`src/hw/rtl/srgblab_pkg.sv`:
```
// Shared constants, types and the sRGB linearization table for the sRGB to CIELAB unit.
// No dependencies; every other file of the block refers to this package by scoped names.
`default_nettype none

package srgblab_pkg;

  localparam int QBITS = 30;             // fraction bits of every internal quantity
  localparam int LIN_W = 31;             // linear channel and f() result width
  localparam int QUO_W = 31;             // quotient bits of the constant dividers
  localparam int DIV_LAT = 3;            // latency of one constant divider
  localparam int PROD_W = 55;            // linear channel times matrix coefficient
  localparam int SUM_W = 56;             // matrix row sum plus rounding term
  localparam int F_NUM_W = 45;           // numerator of the linear f() segment
  localparam int F_LAT = 2 * QUO_W + 2;  // latency of one f() unit
  localparam int ACC_W = 42;             // L, a and b before output rounding
  localparam int DEF_OUT_FRAC_BITS = 8;

  // sRGB to XYZ matrix in units of 1e-7, row major (X, Y, Z rows).
  localparam logic [23:0] MAT [9] = '{
    24'd4124564, 24'd3575761, 24'd1804375,
    24'd2126729, 24'd7151522, 24'd721750,
    24'd193339,  24'd1191920, 24'd9503041
  };

  // White point times 1e7 and half of it for round-half-up.
  localparam int WHITE_DIV [3] = '{9504560, 10000000, 10887540};
  localparam logic [23:0] WHITE_RND [3] = '{24'd4752280, 24'd5000000, 24'd5443770};

  // Linear f() segment: (9033*t + 160*2^30 + 580) / 1160.
  localparam logic [13:0] F_SLOPE = 14'd9033;
  localparam logic [F_NUM_W-1:0] F_OFFSET = F_NUM_W'((64'd160 << QBITS) + 64'd580);
  localparam int F_DIV = 1160;
  // t*10^6 > 8856*2^30 is the same as t > floor(8856*2^30 / 10^6).
  localparam logic [LIN_W-1:0] F_CUBE_THR = LIN_W'((64'd8856 << QBITS) / 64'd1000000);

  typedef logic [LIN_W-1:0] lin_tab_t [256];

  function automatic longint unsigned qmul(input longint unsigned a, input longint unsigned b);
    return (a * b) >> QBITS;
  endfunction

  // Largest y in [0, 2^30] whose Q30 fifth power does not exceed t.
  function automatic longint unsigned qroot5(input longint unsigned t);
    longint unsigned lo;
    longint unsigned hi;
    longint unsigned mid;
    longint unsigned p;
    lo = 0;
    hi = longint'(1) << QBITS;
    while (lo < hi) begin
      mid = lo + ((hi - lo + 1) >> 1);
      p = qmul(qmul(qmul(qmul(mid, mid), mid), mid), mid);
      if (p <= t) begin
        lo = mid;
      end else begin
        hi = mid - 1;
      end
    end
    return lo;
  endfunction

  function automatic longint unsigned lin_value(input int v);
    longint unsigned vv;
    longint unsigned s;
    longint unsigned q;
    vv = longint'(v);
    if (vv * 100000 <= 1031475) begin
      return (((vv * 10) << QBITS) + 16473) / 32946;
    end
    s = ((((1000 * vv) + 14025) << QBITS) + 134512) / 269025;
    q = qmul(s, s);
    return qmul(q, qroot5(q));
  endfunction

  function automatic lin_tab_t build_lin_table();
    lin_tab_t tab;
    for (int i = 0; i < 256; i++) begin
      tab[i] = LIN_W'(lin_value(i));
    end
    return tab;
  endfunction

  localparam lin_tab_t LIN_TABLE = build_lin_table();

endpackage

`default_nettype wire

```
`src/hw/rtl/srgblab_cdiv.sv`:
```
// Pipelined divider by a constant: reciprocal product, back product and a small correction.
// Uses srgblab_pkg for the quotient width; the dividend must stay below DIVISOR * 2^QUO_W.
`default_nettype none

module srgblab_cdiv #(
  parameter int DIVISOR = 1160,
  parameter int NUM_W = 45
) (
  input  wire logic                          clk_i,
  input  wire logic                          en_i,
  input  wire logic [NUM_W-1:0]              num_i,
  output logic      [srgblab_pkg::QUO_W-1:0] quo_o
);

  localparam int QW = srgblab_pkg::QUO_W;
  localparam int RW = $clog2(DIVISOR);
  localparam int TW = 32;
  localparam int MW = TW + 1;
  localparam int EW = RW + 2;
  localparam logic [MW-1:0] Recip = MW'((64'd1 << (RW + TW)) / 64'(DIVISOR));
  localparam logic [EW-1:0] Div1 = EW'(DIVISOR);
  localparam logic [EW-1:0] Div2 = EW'(2 * DIVISOR);
  localparam logic [EW-1:0] Div3 = EW'(3 * DIVISOR);

  logic [QW+MW-1:0] est_q;
  logic [EW-1:0]    nlo1_q;
  logic [EW-1:0]    nlo2_q;
  logic [QW-1:0]    q0_q;
  logic [EW-1:0]    back_q;
  logic [QW-1:0]    quo_q;
  logic [EW-1:0]    rem;
  logic [1:0]       adj;

  // The estimate from the upper dividend bits is low by at most three, so the
  // remainder stays below 4 * DIVISOR and only its low bits are carried.
  always_ff @(posedge clk_i) begin
    if (en_i) begin
      est_q  <= (QW+MW)'(num_i[QW+RW-1:RW]) * (QW+MW)'(Recip);
      nlo1_q <= num_i[EW-1:0];
      q0_q   <= est_q[TW+QW-1:TW];
      back_q <= est_q[TW+EW-1:TW] * Div1;
      nlo2_q <= nlo1_q;
      quo_q  <= q0_q + QW'(adj);
    end
  end

  assign rem = nlo2_q - back_q;

  always_comb begin
    priority if (rem >= Div3) begin
      adj = 2'd3;
    end else if (rem >= Div2) begin
      adj = 2'd2;
    end else if (rem >= Div1) begin
      adj = 2'd1;
    end else begin
      adj = 2'd0;
    end
  end

  assign quo_o = quo_q;

endmodule

`default_nettype wire

```
`config.mk`:
```
export PLATFORM = sky130hd
export DESIGN_NAME = srgblab_cdiv
export DESIGN_NICKNAME = d
export VERILOG_FILES = /design/src/hw/rtl/srgblab_pkg.sv /design/src/hw/rtl/srgblab_cdiv.sv
export SDC_FILE = /design/constraint.sdc
export NUM_CORES = 1
export LEC_CHECK = 0
export ABC_AREA = 1
export BUFFER_PORTS_ARGS = -buffer_cell sky130_fd_sc_hd__buf_2
export CAP_MARGIN = 20
export CORE_UTILIZATION = 40
export CTS_BUF_LIST = sky130_fd_sc_hd__clkbuf_8
export DETAILED_ROUTE_END_ITERATION = 6
export GPL_TIMING_DRIVEN = 0
export PLACE_DENSITY = 0.6
export SKIP_CTS_REPAIR_TIMING = 1
export SYNTH_ARGS = -nofsm -noshare
export SYNTH_HDL_FRONTEND = slang
export SYNTH_SLANG_ARGS = --single-unit
```
`constraint.sdc`:
```
create_clock -name clk_i -period 9 [get_ports clk_i]
set_clock_uncertainty 0.05 [all_clocks]
set_input_delay 0.9 -clock clk_i [delete_from_list [all_inputs] [get_ports clk_i]]
set_output_delay 0.9 -clock clk_i [all_outputs]
set_load 0.1 [all_outputs]
```
**Yosys cells after proc, flatten, opt, wreduce, memory -nomap -nowiden**

Index checks and enable logic that the tools add are counted.

- Logic and storage cells: 16
- Input bits: 47
- Memory bits (writable): 0
- Memories: 0
- Bits in registers: 159
- ROM bits: 0
- Output and inout bits: 31
- Latch bits: 0

- Equal/unequal tests: 0
- $mul: 2
- Muxes and demuxes: 3
- Divide/modulo/power cells: 0
- Bitwise operators: 0
- Shift-type cells: 0
- $lt $le $gt $ge: 3
- Add/subtract/negate cells: 2
- Reduce and logical (&&, ||, !) cells: 0

Operators by type and width:

| kind | number |
|---|---|
| multiplier 31 x 31 -> 61 bit (second input constant) | 1 |
| adder 31 x 2 -> 31 bit | 1 |
| >= comparator 13 x 12 -> 1 bit (second input constant) | 2 |
| >= comparator 13 x 11 -> 1 bit (second input constant) | 1 |
| multiplier 13 x 8 -> 10 bit (second input constant) | 1 |
| subtractor 13 bit | 1 |
| 2-to-1 mux 2 bit | 2 |
| 2-to-1 mux 1 bit | 1 |

**Depth between registers and ports, before layout**

Gate-level depths: netlist (run 1).

- Word-level depth: 6
- Gate-level depth with buffers: 27
- Gate-level depth less buffers: 27

**Worst setup path before layout (run 1)**

Ideal clock, no wire load.

- Kind: input -> register
- From: input num_i[19]
- To: register est_q[53], data pin
- Buffers on the path: 0
- Path slack: 2.324 ns
- Data arrival time: 6.374 ns
- Stages on the path: 24
- Data required time: 8.698 ns
- Cells stage by stage: inv_1 > fa_1 > inv_1 > fa_1 > fa_1 > inv_1 > fa_1 > inv_1 > fa_1 > fa_1 > fa_1 > inv_1 > fa_1 > inv_1 > ha_1 > nand2_1 > nor2_1 > inv_1 > nor2_2 > inv_1 > nor3_2 > nand2_1 > nand3_1 > nand2_1

- Word-level cells in the longest chain between the ends: 1

Ends and longest elaborated chain:

| element | RTL line | source |
|---|---|---|
| start: declaration | srgblab_cdiv.sv:11 | `input wire logic [NUM_W-1:0] num_i,` |
| multiplier 31 x 31 -> 61 bit | srgblab_cdiv.sv:38 | `est_q <= (QW+MW)'(num_i[QW+RW-1:RW]) * (QW+MW)'(Recip);` |
| end signal: assignment | srgblab_cdiv.sv:38 |  |
| end: declaration | srgblab_cdiv.sv:25 | `logic [QW+MW-1:0] est_q;` |

Every way passes these cells.
A chain may end at the register's enable or synchronous reset.

**Worst setup path after layout (run 1)**

- From: input num_i[12]
- To: register est_q[40], data pin

Same word-level chain as after synthesis.

==> results.md, run 1 <==
- Core area: 53900 sq um
- Net Count, Synth: 3149
- Clk root buf: clkbuf_8
- Hold EP: nlo2_q[11]
- Post-DP HPWL: 54400 um
- Drt pass-1 iters: 5
- Distinct cells, synth: 34
- Run status: finished, final reports clean
- Avg Cell Area, Syn: 9.14 sq um
- Reg2Reg Setup Slack: 5.38 ns
- Slowest stage cell, crit path: fa_1
- Clk buf depth: 2
- F_max: 0.137 GHz
- Worst-path clk slew: 0.08 ns
- First-pass GRT wire length: 94500 um
- H-tree depth: 4
- RSZ-0062 raised after global routing: false
- Async set-reset flop share out of synthesis: 0%
- Initial Utilization: 40.5%
- Final Max Slew Viols: 0
- Drt initial violations: 814
- Final hold vios: 0
- CTS Sinks: 119
- GRT Util Overall: 22.5%
- Worst path most repeated cell: fa_1
- Reg2Reg Depth: 20
- Hold Path Class: reg -> reg
- DRC: 0
- Maxcap violations: 0
- Max stage delay on crit path: 0.60 ns
- Worst setup path class: in -> reg
- Synth cell count leaders: 658 x inv_1, 408 x nand2_1, 371 x ha_1
- Crit path launch: num_i[12]
- Post-Syn Area: 21800 sq um
- Num CTS Buffers: 17
- Port Buffer Count: 71
- Most used DFF post-synth: edfxtp_1
- Relative slew slack: 54.1%
- WP data arrival: 7.44 ns
- Post-Route WL: 60000 um
- Critical R2R Launch: nlo2_q[3]
- Layout area overhead: 7.52%
- Share of the synthesized area in the top cell type: 31.4%
- Global route overflow: 0
- Vias in the first global route: 17125
- CTS tree: yes
- Routed WL per cell: 18.8 um
- Initial antenna violation count: 0
- N_diodes: 0
- DR vias/cell: 4.94
- Final setup viols: 0
- Layout Nets: 3240
- Synth area leaders: fa_1 31%, ha_1 21%, edfxtp_1 16%
- CP cell instances: buf_2 > inv_1 > fa_1 > inv_1 > ha_1 > fa_1 > fa_1 > fa_1 > fa_1 > fa_1 > inv_1 > fa_1 > inv_1 > ha_1 > nand2_1 > nand2_1 > nand3_1 > nand2_1 > a21oi_1 > nand2_1 > inv_1 > nand3_1 > xor2_1
- Startpoint types: input port
- RePlAce Congestion: 0.989
- Post-synth EDFFs: 119
- Post-DRT Antenna Nets: 0
- Worst Max-Slew Pin Slew: 0.688 ns
- Worst R2R End: quo_o[29]
- Die Width: 236 um
- Vias: 15746
- Worst path required time: 9.13 ns
- Seq/Total Area, Yosys: 16.4%
- Fin crit period: 7.32 ns
- Crit-path max FO: 6
- Die span in y: 236 um
- Synth Warn #: 0
- Leading area contributor after synthesis: fa_1
- Share of cells above drive strength 1: 5.38%
- Seq cells post-synth: 119
- Later-pin clock latency in the skew report: 0.43 ns
- Top-count cell post-synth: inv_1
- Largest net degree at the start of global routing: 65
- WHS Path Cells: 0
- I/O pin count: 78
- Worst Setup End Kind: flop
- Row cnt: 85
- Full die area: 55500 sq um
- Final TNS setup: 0 ns
- Hold Crit Start: nlo1_q[11]
- Post-Syn Instances: 2389
- Fin crit share: 81.3%
-- area by class of cell --
type	instances	area [sq um]
Tap cell	696	871
Inverter	662	2490
Multi-Input combinational cell	1608	15800
Timing Repair Buffer	72	385
Fill cell	5232	30500
Clock buffer	17	234
Clock inverter	15	151
Sequential cell	119	3570
-- kinds of logic after synthesis --
group | count (synthesis) | synth area share [%]
and+or+nand+nor | 679 | 13.3
AOI/OAI and AO/OA | 157 | 3.96
xor gates and xnor gates | 59 | 2.37
buffers and inverters | 662 | 11.4
adders and majority gates | 713 | 52.6
DFF | 119 | 16.4
-- placed cells by master (no fill, tap or decap), types with 9 or more instances in the layout --
cell and count:
inv_1 658, nand2_1 408, ha_1 371, fa_1 342, nor2_1 121, edfxtp_1 119
a21oi_1 80, nand3_1 73, buf_2 70, o21ai_0 44, xor2_1 39, nand4_1 27
xnor2_1 20, clkbuf_8 17, o21bai_1 13, nor3_1 11, a21o_1 9
-- flip-flops by register name, summed over array words and instances (netlist names) --
signal / cells
back_q: 6
est_q: 31
nlo1_q: 10
nlo2_q: 10
q0_q: 31
quo_o: 31
-- layer usage --
metal,vias up,part of all wire (%),wire length [um],track usage (%)
met3,90,4.7,2800,2.71
met5,-,0,0,0
met4,0,3.4,2050,7.84
li1,7568,-,-,-
met1,7678,43,25800,28.5
met2,410,49,29300,39.6
-- critical path, delay by kind of cell --
kind,cells,cell delay [ns]
compound gates,1,0.29
xor+xnor,1,0.16
fa+ha+maj,9,4.75
buf+inv,6,0.57
simple gates,6,0.75
-- metrics by stage --
stage	worst slack, ns	utilization (%)	hold WS, ns	cell area, sq um	std cells
after floorplan	2.32	-	0.350	21800	2389
after global placement	1.33	42.8	0.354	23100	3156
after detailed placement	1.32	42.8	0.355	23100	3157
after CTS	1.76	43.5	0.371	23500	3189
after global routing	1.46	43.5	0.370	23500	3189
final	1.68	43.5	0.369	23500	3189
-- how the worst max path moves through the flow --
stage           endpoint  cells past startpoint
4_1_cts        est_q[40]                     23
5_1_grt        est_q[40]                     23
3_5_place_dp   est_q[40]                     23
3_3_place_gp   est_q[40]                     23
6_report       est_q[40]                     23
2_1_floorplan  est_q[53]                     24
Power of run 1 is not shown: default switching activity piles up to over one toggle a cycle in this logic, so the estimate is an artifact.
==> inputs of run 2 (changes only) <==
--- a/config.mk
+++ b/config.mk
@@ -12,7 +12,7 @@
 export CTS_BUF_LIST = sky130_fd_sc_hd__clkbuf_8
 export DETAILED_ROUTE_END_ITERATION = 6
 export GPL_TIMING_DRIVEN = 0
-export PLACE_DENSITY = 0.6
+export PLACE_DENSITY = 0.62
 export SKIP_CTS_REPAIR_TIMING = 1
 export SYNTH_ARGS = -nofsm -noshare
 export SYNTH_HDL_FRONTEND = slang
==> constraint.sdc (replaced) <==
create_clock -name clk_i -period 6 [get_ports clk_i]
set_clock_uncertainty 0.05 [all_clocks]
set_input_delay 0.6 -clock clk_i [delete_from_list [all_inputs] [get_ports clk_i]]
set_output_delay 0.6 -clock clk_i [all_outputs]
set_load 0.1 [all_outputs]
==> results.md, run 2 (synthesis gave the netlist of run 1 again) <==
- Post-DP HPWL: 55200 um
- Worst path most repeated cell: fa_2
- Run status: finished, violations left
- Global route overflow: 0
- Worst setup path class: in -> reg
- Slowest stage cell, crit path: fa_2
- Failing checks: negative setup slack
- RePlAce Congestion: 0.971
- First-pass GRT wire length: 96400 um
- Drt pass-1 iters: 5
- Port Buffer Count: 71
- Final hold vios: 0
- Routed WL per cell: 19.2 um
- Area of the multi-input gates: 17600 sq um
- Fillcell total: 5105
- Worst-path clk slew: 0.09 ns
- WP data arrival: 6.45 ns
- Full die area: 55500 sq um
- Row cnt: 85
- Layout area overhead: 17.8%
- Final Max Slew Viols: 0
- CP delay by family, top: adder cells
- RSZ-0062 raised after global routing: true
- I/O pin count: 78
- Setup ws final: -0.306 ns
- Fin crit share: 105%
- Post-Place Cells: 3157
- Post-DRT Antenna Nets: 0
- Fin crit period: 6.31 ns
- GRT Util Overall: 23.0%
- Worst Max-Slew Pin Slew: 0.637 ns
- Initial antenna violation count: 0
- Max stage delay on crit path: 0.58 ns
- Crit-path max FO: 5
- F_max: 0.159 GHz
- Startpoint types: input port
- Clk root buf: clkbuf_8
- Hold Path Class: in -> reg
- Initial Utilization: 40.5%
- Vias: 15847
- CP bufs+invs: 7
- Final setup viols: 30
- CTS Sinks: 119
- Vias in the first global route: 17266
- Core area: 53900 sq um
- Worst path required time: 6.14 ns
- Register area: 3570 sq um
- Drt initial violations: 777
- CTS tree: yes
- Clk buf depth: 2
- CP cell instances: buf_12 > clkinvlp_4 > fa_2 > inv_4 > fa_2 > fa_1 > inv_2 > fa_1 > inv_2 > fa_2 > fa_2 > fa_1 > inv_2 > fa_2 > inv_2 > ha_4 > nand2_4 > nor2_4 > nand2_4 > nor4_4 > nand2_2 > nand4_1 > nand2_1
- Share of cells above drive strength 1: 21.2%
- Layout Nets: 3268
- Die span in y: 236 um
- Die Width: 236 um
- DRC: 0
- DR vias/cell: 4.93
- N_diodes: 0
- Commonest non-fill, non-tap cells in the layout: 587 x inv_1, 325 x ha_1, 320 x nand2_1, 300 x fa_1, 119 x edfxtp_1
- Relative slew slack: 57.5%
- Largest net degree at the start of global routing: 69
- Later-pin clock latency in the skew report: 0.44 ns
- Num CTS Buffers: 17
- Finished Layout Cells: 3217
- Post-Route WL: 61700 um
- Maxcap violations: 0
- Commonest non-fill, non-tap cell in the layout: inv_1
- Worst Setup End Kind: flop
- H-tree depth: 4
[run 2: changes by cell type in the layout (fill, tap and decap cells not counted), moves of 46 or more]
cell	previous run	this run
inv_2	3	65
nand2_1	408	320
ha_1	371	325
inv_1	658	587
nor2_1	121	72
nand2_2	6	64
[run 2: routing by layer]
| layer | track usage [%] | routed length, um |
|---|---|---|
| met4 | 6.40 | 1740 |
| met1 | 29.1 | 26400 |
| met5 | 0 | 0 |
| met2 | 41.3 | 31000 |
| met3 | 2.67 | 2510 |
[run 2: through the flow]
stage	hold slack [ns]	instance area, sq um	setup slack, ns	utilization (%)	TNS [ns]
CTS	0.268	23800	-0.678	44.2	-16.54
global placement	0.353	23400	-1.15	43.5	-30.87
detailed placement	0.355	23500	-1.14	43.5	-30.91
floorplan	0.350	22200	-0.00139	-	-0.00139
global route	0.277	25700	-0.399	47.7	-9.41
finish	0.294	25700	-0.306	47.7	-6.21
[run 2: worst register-to-register path: stages (launching register included)]
cell	delay, ns
edfxtp_1	0.39
inv_1	0.07
ha_1	0.14
inv_1	0.07
fa_1	0.45
nand3_1	0.14
nand2_1	0.08
nand4_1	0.10
a21o_1	0.12
nand2_1	0.09
nand3_1	0.09
nand2_1	0.06
inv_1	0.06
nand2_1	0.09
ha_1	0.28
nand3_1	0.08
nand2_2	0.12
nand3_1	0.12
nor4_1	0.38
nand4_1	0.23
xor2_1	0.19
[run 2: final cells by class]
type,count,share of cell area (%)
clock buffer,17,0.910
clock inverter,15,0.589
inverter,662,9.78
multi-input combinational,1608,68.5
sequential,119,13.9
tap,696,3.39
timing repair buffer,100,2.94
[run 2: final timing paths]
kind                                start         to  slack [ns]  cells after the start
worst min register to register  est_q[44]   q0_q[12]        0.37                      0
worst max register to register  nlo2_q[3]  quo_o[29]        2.35                     20
worst max-delay path            num_i[19]  est_q[59]       -0.31                     23
worst min-delay path             num_i[6]  nlo1_q[6]        0.29                      1
Power of run 2 is left out for the same reason.
==> inputs of run 3 (changes only) <==
==> constraint.sdc (replaced) <==
create_clock -name clk_i -period 5.2 [get_ports clk_i]
set_clock_uncertainty 0.05 [all_clocks]
set_input_delay 0.52 -clock clk_i [delete_from_list [all_inputs] [get_ports clk_i]]
set_output_delay 0.52 -clock clk_i [all_outputs]
set_load 0.1 [all_outputs]
==> results.md, run 3 (synthesis gave the netlist of run 1 again) <==
- Initial Utilization: 40.5%
- Clk buf depth: 2
- Busiest grt layer: met2
- Routed WL per cell: 19.3 um
- DR vias/cell: 4.95
- Full die area: 55500 sq um
- Initial antenna violation count: 0
- CTS Sinks: 119
- Fin crit period: 6.29 ns
- Largest net degree at the start of global routing: 63
- Crit-path max FO: 5
- Setup ws final: -1.09 ns
- Final hold vios: 0
- DRC: 0
- Commonest non-fill, non-tap cell in the layout: inv_1
- Vias in the first global route: 17106
- Drt initial violations: 795
- Port Buffer Count: 71
- Worst-path clk slew: 0.07 ns
- Hold Path Class: in -> reg
- Post-Place Cells: 3157
- H-tree depth: 4
- Die span in y: 236 um
- Later-pin clock latency in the skew report: 0.43 ns
- Worst Max-Slew Pin Slew: 0.712 ns
- Row cnt: 85
- Finished Layout Cells: 3212
- Hold Crit Start: num_i[3]
- Relative slew slack: 52.5%
- Fin crit share: 121%
- N_diodes: 0
- Global route overflow: 0
- Post-DP HPWL: 55500 um
- Grt met2 use: 41.6%
- First-pass GRT wire length: 96200 um
- F_max: 0.159 GHz
- Final Core Density: 46.9%
- Final Max Slew Viols: 0
- Maxcap violations: 0
- Worst Setup End Kind: flop
- RSZ-0062 raised after global routing: true
- Run status: finished, violations left
- Fillcell total: 5158
- Startpoint types: input port
- Drt pass-1 iters: 5
- RePlAce Congestion: 0.991
- Num CTS Buffers: 17
- CTS tree: yes
- Critical R2R Launch: nlo2_q[3]
- Post-Route WL: 61900 um
- Layout Nets: 3263
- Core area: 53900 sq um
- Failing checks: negative setup slack
- Worst path required time: 5.32 ns
- WP data arrival: 6.41 ns
- Die Width: 236 um
- Share of cells above drive strength 1: 19.2%
- Final setup viols: 31
- Met1 Track Usage GR: 29.5%
- GRT Util Overall: 23.0%
- Crit path launch: num_i[21]
- Vias: 15892
- Worst setup path class: in -> reg
- Layout area overhead: 15.9%
- Global-route track usage on met3: 1.81%
- Post-DRT Antenna Nets: 0
- Clk root buf: clkbuf_8
- I/O pin count: 78
- Commonest non-fill, non-tap cells in the layout: 599 x inv_1, 332 x ha_1, 324 x nand2_1, 303 x fa_1, 119 x edfxtp_1
[run 3: changes by cell type in the layout (fill, tap and decap cells not counted), moves of 7 or more]
cell,delta
ha_1,+7
ha_4,-7
inv_1,+12
inv_2,-8
nand2_4,-7
nor2_2,-7
[run 3: critical path, stage by stage]
cell and delay (ns):
buf_12 0.10, inv_2 0.04, fa_2 0.59, inv_4 0.04, fa_2 0.45, fa_1 0.53, inv_1 0.06, fa_1 0.52
inv_2 0.05, fa_2 0.57, fa_2 0.47, fa_1 0.51, inv_2 0.04, fa_2 0.57, inv_2 0.06, ha_4 0.31
nand2_4 0.08, nor2_4 0.16, nand2_4 0.11, nor4_2 0.26, nand2_1 0.15, nand4_1 0.10, nand2_1 0.09
[run 3: cell type report]
class	instances	area [sq um]	share of cell area (%)
Tap cell	696	871	3.44
Multi-Input combinational cell	1608	17300	68.4
Inverter	662	2510	9.91
Clock inverter	15	108	0.425
Timing Repair Buffer	95	699	2.77
Sequential cell	119	3570	14.1
Clock buffer	17	234	0.925
[run 3: stage by stage]
stage	cell area, sq um	hold WS, ns	worst slack, ns	TNS [ns]
2_1_floorplan	22300	0.350	-0.721	-20.94
3_3_place_gp	23500	0.352	-1.82	-50.93
3_5_place_dp	23600	0.355	-1.82	-51.41
4_1_cts	23900	0.181	-1.35	-37.06
5_1_grt	25300	0.183	-1.16	-33.29
6_report	25300	0.214	-1.09	-29.56
[run 3: final timing paths]
path | cells after the start | slack, ns | endpoint
hold reg to reg | 0 | 0.37 | q0_q[22]
setup / recovery | 23 | -1.09 | est_q[59]
setup reg to reg | 20 | 1.48 | quo_o[29]
hold / removal | 1 | 0.21 | nlo1_q[3]
[run 3: metal layers]
| metal | share of wire (%) | wire length, um | up-vias |
|---|---|---|---|
| met5 | 0 | 0 | - |
| met4 | 2.7 | 1660 | 0 |
| met3 | 4.0 | 2490 | 93 |
| met2 | 50 | 31200 | 375 |
| met1 | 43 | 26600 | 7815 |
| li1 | - | - | 7609 |
Power of run 3 is left out for the same reason.
